--- src/rtl/core/tcf_pkg.sv ---
// Package with shared types, constants and the arctangent table of the tilt filter.
`timescale 1ns / 1ps
`default_nettype none
package tcf_pkg;

   localparam int CordicStepsDefault = 16;
   localparam int TableLen = 24;
   localparam logic signed [23:0] AngLimit = 24'sd5898240;
   localparam logic signed [23:0] QuarterTurn = 24'sd2949120;
   localparam logic [15:0] KinvQ16 = 16'd39797;
   localparam logic [15:0] AlphaReset = 16'd58982;
   localparam logic [15:0] GainReset = 16'd1281;

   localparam logic CsrAlpha = 1'b0;
   localparam logic CsrGain = 1'b1;

   typedef struct packed {
      logic signed [15:0] accel_x;
      logic signed [15:0] accel_y;
      logic signed [15:0] accel_z;
      logic signed [15:0] rate_x;
      logic signed [15:0] rate_y;
   } req_type;

   typedef struct packed {
      logic signed [15:0] roll_angle;
      logic signed [15:0] pitch_angle;
      logic seeded;
   } rsp_type;

   function automatic logic [20:0] atan_entry(input logic [4:0] i);
      case (i)
         5'd0: atan_entry = 21'd1474560;
         5'd1: atan_entry = 21'd870484;
         5'd2: atan_entry = 21'd459940;
         5'd3: atan_entry = 21'd233473;
         5'd4: atan_entry = 21'd117189;
         5'd5: atan_entry = 21'd58652;
         5'd6: atan_entry = 21'd29333;
         5'd7: atan_entry = 21'd14667;
         5'd8: atan_entry = 21'd7334;
         5'd9: atan_entry = 21'd3667;
         5'd10: atan_entry = 21'd1833;
         5'd11: atan_entry = 21'd917;
         5'd12: atan_entry = 21'd458;
         5'd13: atan_entry = 21'd229;
         5'd14: atan_entry = 21'd115;
         5'd15: atan_entry = 21'd57;
         5'd16: atan_entry = 21'd29;
         5'd17: atan_entry = 21'd14;
         5'd18: atan_entry = 21'd7;
         5'd19: atan_entry = 21'd4;
         5'd20: atan_entry = 21'd2;
         5'd21: atan_entry = 21'd1;
         default: atan_entry = 21'd0;
      endcase
   endfunction

endpackage
`default_nettype wire

--- src/rtl/core/tcf_cordic.sv ---
// Iterative CORDIC vectoring unit: one micro-rotation per cycle.
`timescale 1ns / 1ps
`default_nettype none
module tcf_cordic #(
   parameter int CORDIC_STEPS = tcf_pkg::CordicStepsDefault
) (
   input  wire logic               clock,
   input  wire logic               reset,
   input  wire logic               start,
   input  wire logic signed [25:0] y_in,
   input  wire logic signed [25:0] x_in,
   output logic                    done,
   output logic signed [23:0]      angle,
   output logic signed [25:0]      mag
);

   localparam int NumIter = (CORDIC_STEPS > tcf_pkg::TableLen) ? tcf_pkg::TableLen
                                                                 : CORDIC_STEPS;
   localparam logic [4:0] LastIter = 5'(NumIter - 1);

   typedef enum logic [1:0] {IDLE, ROTATE, SCALE} state_type;

   state_type state_ff;
   logic [4:0] iter_ff;
   logic signed [27:0] x_ff, y_ff;
   logic signed [25:0] z_ff;
   logic signed [27:0] xs, ys;
   logic signed [25:0] zstep;
   logic signed [44:0] prod;
   logic signed [25:0] zsat;

   // Arithmetic shift is a floor shift for two's complement values.
   assign xs = x_ff >>> iter_ff;
   assign ys = y_ff >>> iter_ff;
   assign zstep = 26'(signed'({1'b0, tcf_pkg::atan_entry(iter_ff)}));
   assign prod = 45'(x_ff) * 45'(signed'({1'b0, tcf_pkg::KinvQ16}));
   assign zsat = (z_ff > 26'(tcf_pkg::AngLimit)) ? 26'(tcf_pkg::AngLimit) :
                 (z_ff < -26'(tcf_pkg::AngLimit)) ? -26'(tcf_pkg::AngLimit) : z_ff;

   always_ff @(posedge clock) begin
      if (reset) begin
         state_ff <= IDLE;
         done <= 1'b0;
      end else begin
         done <= 1'b0;
         case (state_ff)
            IDLE: begin
               if (start) begin
                  iter_ff <= 5'd0;
                  if (x_in == 26'sd0 && y_in == 26'sd0) begin
                     x_ff <= '0;
                     y_ff <= '0;
                     z_ff <= '0;
                     state_ff <= SCALE;
                  end else begin
                     state_ff <= ROTATE;
                     if (x_in < 0) begin
                        if (y_in >= 0) begin
                           x_ff <= 28'(y_in);
                           y_ff <= -28'(x_in);
                           z_ff <= 26'(tcf_pkg::QuarterTurn);
                        end else begin
                           x_ff <= -28'(y_in);
                           y_ff <= 28'(x_in);
                           z_ff <= -26'(tcf_pkg::QuarterTurn);
                        end
                     end else begin
                        x_ff <= 28'(x_in);
                        y_ff <= 28'(y_in);
                        z_ff <= '0;
                     end
                  end
               end
            end
            ROTATE: begin
               if (y_ff > 0) begin
                  x_ff <= x_ff + ys;
                  y_ff <= y_ff - xs;
                  z_ff <= z_ff + zstep;
               end else begin
                  x_ff <= x_ff - ys;
                  y_ff <= y_ff + xs;
                  z_ff <= z_ff - zstep;
               end
               iter_ff <= iter_ff + 5'd1;
               if (iter_ff == LastIter) state_ff <= SCALE;
            end
            SCALE: begin
               mag <= 26'(prod >>> 16);
               angle <= 24'(zsat);
               done <= 1'b1;
               state_ff <= IDLE;
            end
            default: state_ff <= IDLE;
         endcase
      end
   end

endmodule
`default_nettype wire

--- src/rtl/core/tilt_complementary_filter_unit.sv ---
// Top level of the tilt complementary filter: sequencer, blend arithmetic and registers.
// Each item takes two CORDIC runs (roll, then pitch), a gyro step, two products and a sum
// for each axis, and an output state; the seeding item skips the blend and goes to the output.
// The input stalls until the sequencer is idle; a result waits while the last one is stalled.
// Synchronous reset clears the estimates, the primed flag and both registers to defaults.
`timescale 1ns / 1ps
`default_nettype none
module tilt_complementary_filter_unit #(
   parameter int CORDIC_STEPS = tcf_pkg::CordicStepsDefault
) (
   input  wire logic             clock,
   input  wire logic             reset,
   input  wire logic             req_valid,
   output logic                  req_stall,
   input  wire tcf_pkg::req_type req_data,
   output logic                  rsp_valid,
   input  wire logic             rsp_stall,
   output tcf_pkg::rsp_type      rsp_data,
   input  wire logic             csr_valid,
   output logic                  csr_ready,
   input  wire logic             csr_index,
   input  wire logic [15:0]      csr_data
);

   typedef enum logic [3:0] {
      IDLE, ROLL_GO, ROLL_WAIT, PITCH_GO, PITCH_WAIT,
      R_GYRO, R_MUL_A, R_MUL_B, R_SUM, P_GYRO, P_MUL_A, P_MUL_B, P_SUM, OUTPUT
   } state_type;

   state_type state_ff;
   tcf_pkg::req_type item_ff;
   logic [15:0] alpha_ff, gain_ff;
   logic signed [23:0] roll_ff, pitch_ff, acc_roll_ff, acc_pitch_ff;
   logic primed_ff, seed_ff;
   logic signed [25:0] mag_ff;
   logic signed [47:0] acc_ff, term_ff;
   logic signed [25:0] sum_ff;
   logic signed [17:0] mul_a;
   logic signed [26:0] mul_b;
   logic signed [43:0] mul_p;
   logic signed [47:0] total;
   logic signed [31:0] blended;
   logic signed [23:0] blend_sat;
   logic signed [24:0] out_r, out_p;

   logic cordic_start, cordic_done;
   logic signed [25:0] cy, cx, c_mag;
   logic signed [23:0] c_angle;

   tcf_cordic #(.CORDIC_STEPS(CORDIC_STEPS)) u_cordic (
      .clock(clock), .reset(reset), .start(cordic_start), .y_in(cy), .x_in(cx),
      .done(cordic_done), .angle(c_angle), .mag(c_mag)
   );

   assign cordic_start = (state_ff == ROLL_GO) || (state_ff == PITCH_GO);
   assign cy = (state_ff == ROLL_GO) ? 26'(item_ff.accel_y) <<< 8
                                     : -(26'(item_ff.accel_x) <<< 8);
   assign cx = (state_ff == ROLL_GO) ? -(26'(item_ff.accel_z) <<< 8) : mag_ff;

   // One shared multiplier serves the gyro step and both blend products.
   always_comb begin
      case (state_ff)
         R_GYRO: begin
            mul_a = 18'(signed'({1'b0, gain_ff}));
            mul_b = 27'(item_ff.rate_x);
         end
         P_GYRO: begin
            mul_a = 18'(signed'({1'b0, gain_ff}));
            mul_b = 27'(item_ff.rate_y);
         end
         R_MUL_A, P_MUL_A: begin
            mul_a = 18'(signed'({1'b0, alpha_ff}));
            mul_b = 27'(sum_ff);
         end
         R_MUL_B: begin
            mul_a = 18'sd65536 - 18'(signed'({1'b0, alpha_ff}));
            mul_b = 27'(acc_roll_ff);
         end
         P_MUL_B: begin
            mul_a = 18'sd65536 - 18'(signed'({1'b0, alpha_ff}));
            mul_b = 27'(acc_pitch_ff);
         end
         default: begin
            mul_a = '0;
            mul_b = '0;
         end
      endcase
   end
   assign mul_p = 44'(mul_a) * 44'(mul_b);

   assign total = acc_ff + term_ff + 48'sd32768;
   assign blended = 32'(total >>> 16);
   assign blend_sat = (blended > 32'(tcf_pkg::AngLimit)) ? tcf_pkg::AngLimit :
                      (blended < -32'(tcf_pkg::AngLimit)) ? -tcf_pkg::AngLimit :
                      24'(blended);
   assign out_r = (25'(roll_ff) + 25'sd128) >>> 8;
   assign out_p = (25'(pitch_ff) + 25'sd128) >>> 8;

   assign req_stall = (state_ff != IDLE);
   assign csr_ready = 1'b1;

   always_ff @(posedge clock) begin
      if (reset) begin
         state_ff <= IDLE;
         rsp_valid <= 1'b0;
         alpha_ff <= tcf_pkg::AlphaReset;
         gain_ff <= tcf_pkg::GainReset;
         roll_ff <= '0;
         pitch_ff <= '0;
         primed_ff <= 1'b0;
      end else begin
         if (csr_valid) begin
            case (csr_index)
               tcf_pkg::CsrAlpha: alpha_ff <= csr_data;
               tcf_pkg::CsrGain: gain_ff <= csr_data;
               default: ;
            endcase
         end
         case (state_ff)
            IDLE: if (req_valid) begin
               item_ff <= req_data;
               state_ff <= ROLL_GO;
            end
            ROLL_GO: state_ff <= ROLL_WAIT;
            ROLL_WAIT: if (cordic_done) begin
               acc_roll_ff <= c_angle;
               mag_ff <= c_mag;
               state_ff <= PITCH_GO;
            end
            PITCH_GO: state_ff <= PITCH_WAIT;
            PITCH_WAIT: if (cordic_done) begin
               acc_pitch_ff <= c_angle;
               seed_ff <= !primed_ff;
               if (!primed_ff) begin
                  roll_ff <= acc_roll_ff;
                  pitch_ff <= c_angle;
                  primed_ff <= 1'b1;
                  state_ff <= OUTPUT;
               end else begin
                  state_ff <= R_GYRO;
               end
            end
            R_GYRO: begin
               sum_ff <= 26'(roll_ff) + 26'(mul_p >>> 8);
               state_ff <= R_MUL_A;
            end
            R_MUL_A: begin
               acc_ff <= 48'(mul_p);
               state_ff <= R_MUL_B;
            end
            R_MUL_B: begin
               term_ff <= 48'(mul_p);
               state_ff <= R_SUM;
            end
            R_SUM: begin
               roll_ff <= blend_sat;
               state_ff <= P_GYRO;
            end
            P_GYRO: begin
               sum_ff <= 26'(pitch_ff) + 26'(mul_p >>> 8);
               state_ff <= P_MUL_A;
            end
            P_MUL_A: begin
               acc_ff <= 48'(mul_p);
               state_ff <= P_MUL_B;
            end
            P_MUL_B: begin
               term_ff <= 48'(mul_p);
               state_ff <= P_SUM;
            end
            P_SUM: begin
               pitch_ff <= blend_sat;
               state_ff <= OUTPUT;
            end
            OUTPUT: begin
               if (!rsp_valid || !rsp_stall) begin
                  rsp_valid <= 1'b1;
                  rsp_data.roll_angle <= 16'(out_r);
                  rsp_data.pitch_angle <= 16'(out_p);
                  rsp_data.seeded <= seed_ff;
                  state_ff <= IDLE;
               end
            end
            default: state_ff <= IDLE;
         endcase
         if (rsp_valid && !rsp_stall && state_ff != OUTPUT) rsp_valid <= 1'b0;
      end
   end

   // A stalled result beat must not be overwritten.
   assert property (@(posedge clock) disable iff (reset)
      rsp_valid && rsp_stall |=> rsp_valid && $stable(rsp_data))
      else $error("result beat lost under stall");

   // The estimates stay within the saturation limit.
   assert property (@(posedge clock) disable iff (reset)
      roll_ff <= tcf_pkg::AngLimit && roll_ff >= -tcf_pkg::AngLimit &&
      pitch_ff <= tcf_pkg::AngLimit && pitch_ff >= -tcf_pkg::AngLimit)
      else $error("estimate beyond limit");

   // Only the first item after reset may be marked as seeding.
   assert property (@(posedge clock) disable iff (reset)
      state_ff == PITCH_WAIT && cordic_done && primed_ff |=> !seed_ff)
      else $error("seed flag on primed filter");

endmodule
`default_nettype wire
--- config.mk ---
export PLATFORM = sky130hd
export DESIGN_NAME = tilt_complementary_filter_unit
export DESIGN_NICKNAME = d
export VERILOG_FILES = /design/src/rtl/core/tcf_pkg.sv /design/src/rtl/core/tcf_cordic.sv /design/src/rtl/core/tilt_complementary_filter_unit.sv
export SDC_FILE = /design/constraint.sdc
export NUM_CORES = 2
export LEC_CHECK = 0
export BUFFER_PORTS_ARGS = -buffer_cell sky130_fd_sc_hd__buf_2
export CAP_MARGIN = 40
export CELL_PAD_IN_SITES_DETAIL_PLACEMENT = 1
export CELL_PAD_IN_SITES_GLOBAL_PLACEMENT = 1
export CORE_MARGIN = 4
export CORE_UTILIZATION = 50
export CTS_CLUSTER_DIAMETER = 80
export DETAILED_ROUTE_END_ITERATION = 8
export MAX_ROUTING_LAYER = met4
export PLACE_DENSITY_LB_ADDON = 0.1
export SLEW_MARGIN = 20
export SYNTH_ARGS = -nofsm -noshare
export SYNTH_HDL_FRONTEND = slang
export SYNTH_HIERARCHICAL = 1
export SYNTH_SLANG_ARGS = --single-unit
--- constraint.sdc ---
create_clock -name clock -period 28.9 [get_ports clock]
set_input_delay 5.78 -clock clock [delete_from_list [all_inputs] [get_ports clock]]
set_output_delay 5.78 -clock clock [all_outputs]
set_load 0.05 [all_outputs]
After elaboration in Yosys (flattened, before gate mapping). Memories as Yosys holds them, arrays and structs flattened. A register that Yosys moved wholly into a read port is not among the register bits. Index checks and enable logic that the tools add are counted.

Register bits: 528. Latch bits: 0. RAM bits: 0. Memory bits (read-only): 672. Input bits: 102. Output and inout bits: 36. Memories: 1.

Memories: (name not given) (depth 32, width 21, read ports 1, clocked after Yosys merged registers in 1, wr ports 0, RTL line tcf_pkg.sv:32) `case (i)`.

Add/subtract/negate cells: 18. Multipliers: 2. Divide/modulo/power cells: 0. $lt $le $gt $ge: 7. Equality and inequality tests: 24. Shift operators: 2. Mux-type cells: 46. Bitwise operators: 2. Reductions and logical operators: 39.

Operators with widths (count): $mux W28 (10); $mux W26 (7); $mux W24 (7); $pmux W27 S5 (1); $pmux W28 S2 (2); $pmux W26 S2 (2); $pmux W24 S2 (2); $add A28 B28 Y28 (2); $neg A26 Y28 (2); $pmux W4 S14 (1); $sshr A28 B5 Y28 (2); $sub A28 B28 Y28 (2); $pmux W18 S3 (1); $add A24 B26 Y26 (2); $logic_not A26 Y1 (2); $neg A24 Y26 (2); $add A24 B9 Y24 const B (2); $add A45 B17 Y46 const B (1); $add A44 B44 Y45 (1); $mul A18 B27 Y44 (1); $mul A28 B17 Y42 const B (1); $gt A30 B24 Y1 const B (1); $lt A30 B24 Y1 const B (1); $gt A28 B1 Y1 const B (1); other kinds (36) (84).

Depth between registers and ports, before layout.
Word-level depth: 8. Mapped depth: 44. Gate-level depth less buffers: 43.

Hierarchy. The synthesis kept the hierarchy.

By module, submodules not included: tilt_complementary_filter_unit (times used 1, cells an instance 3568, area an instance 35081.1 um^2, seq. area each 10790.3 um^2); tcf_cordic (times used 1, cells an instance 2772, area an instance 25632.1 um^2, seq. area each 4594.4 um^2).

Worst setup path before layout. Ideal clock, no wire load.

Kind: input to register. Start: input reset. End: register item_ff[0] (netlist name), enable pin. Library setup time: 0.633 ns. Arrival: 12.036 ns. Setup slack: 16.231 ns. Stages on the path: 3. Buffers on the path: 2. Cell sequence: clkbuf_1 > buf_1 > nor3b_1.

Cells in the longest elaborated chain, start to end: 2.

RTL lines: start: declaration (RTL line tilt_complementary_filter_unit.sv:12) `input wire logic reset,`; $not A1 Y1 (no source line); $reduce_and A3 Y1 (no source line); end signal: assignment (RTL line tilt_complementary_filter_unit.sv:121) `item_ff <= req_data;`; end: declaration (RTL line tilt_complementary_filter_unit.sv:31) `tcf_pkg::req_type item_ff;`.

No other way between the ends. A chain may end at the register's enable or synchronous reset.

==> summary.md <==
| Metric | Value |
|---|---|
| Fin crit share | 38.12% |
| Grt ovf | 0 |
| Die height | around 360 um |
| Maximum vdd drop | roughly 0.19 mV |
| RSZ-0062 raised after global routing | no |
| Clock sink count | between 500 and 600 |
| Critical path required time | around 29 ns |
| Slew HR | approximately 28% |
| Setup TNS | 0 ns |
| Slew at the pin closest to its max-slew limit | about 1.1 ns |
| Fin Clk Skew | around 0.035 ns |
| Main synth FF type | edfxtp_1 |
| Hpwl dp | ~170000 um |
| Post-DP Area | ~63000 um2 |
| Area Overhead vs Synth | 8.569% |
| CP dominant cell by count | fa_1 |
| Most frequent cells in the layout | 861 x inv_1, 660 x nand2_1, 627 x fa_1 |
| Post-DRT Antenna Nets | 0 |
| Area contributors post-synth | edfxtp_1 22%, fa_1 21%, ha_1 11% |
| DRC viols | 0 |
| Max cap viols | 0 |
| Dominant cell type by area after synthesis | edfxtp_1 |
| Internal reg-to-reg setup slack | roughly 18 ns |
| Initial antenna violation count | 7 |
| Sequential fraction of the synthesis area | 25.34% |
| Post-CTS Resized | 0 |
| Vias in the first global route | about 52k |
| # rows | roughly 130 |
| Nets | around 7.7k |
| F_max | about 0.091 GHz |
| Critical path type | reg2reg |
| Ys Warns | 6 |
| Avg Inst Size Synth | approximately 9.6 um2 |
| Top-area cell type share of the netlist area | a little over a fifth |
| Leak | approximately 0.028 uW |
| Post-Syn Area | between 60000 and 70000 um2 |
| Seq cells post-synth | 549 |
| DR vias/cell | approximately 6.0 |
| Die Width | approximately 360 um |
| Clock root buffer | clkbuf_16 |
| Starting Density | 50.47% |
| Final Hold Vio Count | 0 |
| Post-route worst setup slack | 17.88 ns |
| Worst min path class | reg2reg |
| Met1 Usage GRT | about two fifths |
| Hold Buf Count CTS | 0 |
| Via count | between 40k and 50k |
| Final slew viol count | 0 |
| Pre-CTS WS | between 15 and 20 ns |
| Wirelength per Cell | roughly 26 um |
| Synth cell types | roughly 110 |
| Crit. End Element | register |
| Worst-path clk slew | approximately 0.060 ns |
| Post-CTS Setup Inserts | 0 |
| Status | complete, no violations |
| Iter 0 DRT Violations | 4068 |
| Core area | roughly 120000 um2 |
| EDFF count, synth | approximately 440 |
| Final Instance Area | 65920 um2 |
| Clock Tree Buf Depth | 3 |
| 1st-pass router iterations | 5 |
| Commonest non-fill, non-tap cell in the layout | inv_1 |
| Met2 GRT Util | between 50% and 60% |
| Worst EP arrival | ~11 ns |
| Crit path buffers/inverters | 4 |
| Syn Inst Count | about 6.3k |
| Routed Wire Length | 210300 um |
| CP Launch Type | register |
| TritonCTS clock tree | yes |
| Minimum clock period | ~11 ns |
| CP peak stage delay | 0.87 ns |
| IO Count | ~140 |
| Share of post-route cells with drive strength above 1 | 8.457% |
| Final setup vio count | 0 |
| Worst Path Max Fanout | 39 |
| Port Buf Inserts | about 140 |
| Final Wtd Congestion | about 0.95 |
| First-pass GRT wire length | between 300000 and 400000 um |
| GRT Total Usage | between 30% and 40% |
| Largest net degree at the start of global routing | 69 |
| CP delay by family, top | adder cells |
| Die area | about 130000 um2 |
| Grt met3 use | ~3.4% |
| CP max-delay cell | dfxtp_1 |
| Pwr/cell area | a little under 100 nW/um2 |
| TritonCTS buffer count | between 60 and 70 |
| Clk_lat worst skew | between 0.6 and 0.7 ns |
| H-tree Lvls | 3 |
| Global route hottest layer | met2 |
| Share of flip-flops with an asynchronous set or reset | 0% |
-- area by class of cell --
cell class              count  area, um2
diodes                      2      5.005
clock buffers              87       1878
fillers                 13630      54370
inverters                 867       3254
well taps                1612       2017
clock inverters            37      445.4
flip-flops and latches    549      15380
repair buffers            242       1634
multi-input cells        4698      41300
-- kinds of logic after synthesis --
kind of cell    share of synthesized area, %
mux                                    4.041
compound gates                         12.59
flops                                  25.34
other cells                          0.01237
fa+ha+maj                              31.51
xor+xnor                               5.513
simple gates                           13.88
buf+inv                                7.116
-- final timing paths --
check | start | cells after the start | endpoint
worst max-delay path | state_ff[2]$_SDFFE_PP0P_ | 36 | sum_ff[24]$_DFFE_PP_
worst min-delay path | u_cordic/mag[23]$_DFFE_PP_ | 0 | mag_ff[23]$_DFFE_PP_
worst max register to register | state_ff[2]$_SDFFE_PP0P_ | 36 | sum_ff[24]$_DFFE_PP_
worst min register to register | u_cordic/mag[23]$_DFFE_PP_ | 0 | mag_ff[23]$_DFFE_PP_
-- through the flow --
| step | cells | hold slack, ns | utilization (%) | total power [uW] |
|---|---|---|---|---|
| after floorplan | 6375 | 0.4003 | - | 4436 |
| final | 8094 | 0.4134 | 54.80 | 6463 |
| after CTS | 8085 | 0.4151 | 54.71 | 6514 |
| after global placement | 7938 | 0.4014 | 52.54 | 5450 |
| after global routing | 8094 | 0.4170 | 54.80 | 7142 |
| after detailed placement | 7961 | 0.4063 | 52.78 | 5596 |
-- cell usage after synthesis (49+ instances only) --
library cell and instances:
and3_1 57, nand3_1 101, o21ai_0 256, edfxtp_1 439, dfxtp_1 110, nor2b_1 49
o211ai_1 52, nor3_1 128, inv_1 861, clkbuf_1 208, nand4_1 53, ha_1 524
nor2_1 466, xnor2_1 216, nand2b_1 53, fa_1 627, a21o_1 84, a211oi_1 49
nand2_1 660, and2_1 56, mux4_2 65, xor2_1 161, a21oi_1 312, o31ai_1 52
-- where the power goes --
part           switching, uW  internal (uW)  leakage, uW
Clock                    374            515      0.00111
Sequential              59.7           1090      0.00493
Combinational           2630           1790       0.0221
-- state kept, by name, summed over array words and instances, names as in the netlist, 28 cells and up --
signal,cells
acc_ff,44
term_ff,44
rsp_data,33
u_cordic/y_ff,28
u_cordic/x_ff,28
item_ff,80
-- metal layers --
layer | vias to the layer above | routed length, um | share of wire [%]
li1 | 21810 | - | -
met1 | 24740 | 83360 | 40
met2 | 1621 | 104600 | 50
met3 | 464 | 11090 | 5.3
met4 | 0 | 11180 | 5.3
met5 | - | 0 | 0
Power figures use the tool's default switching activity.
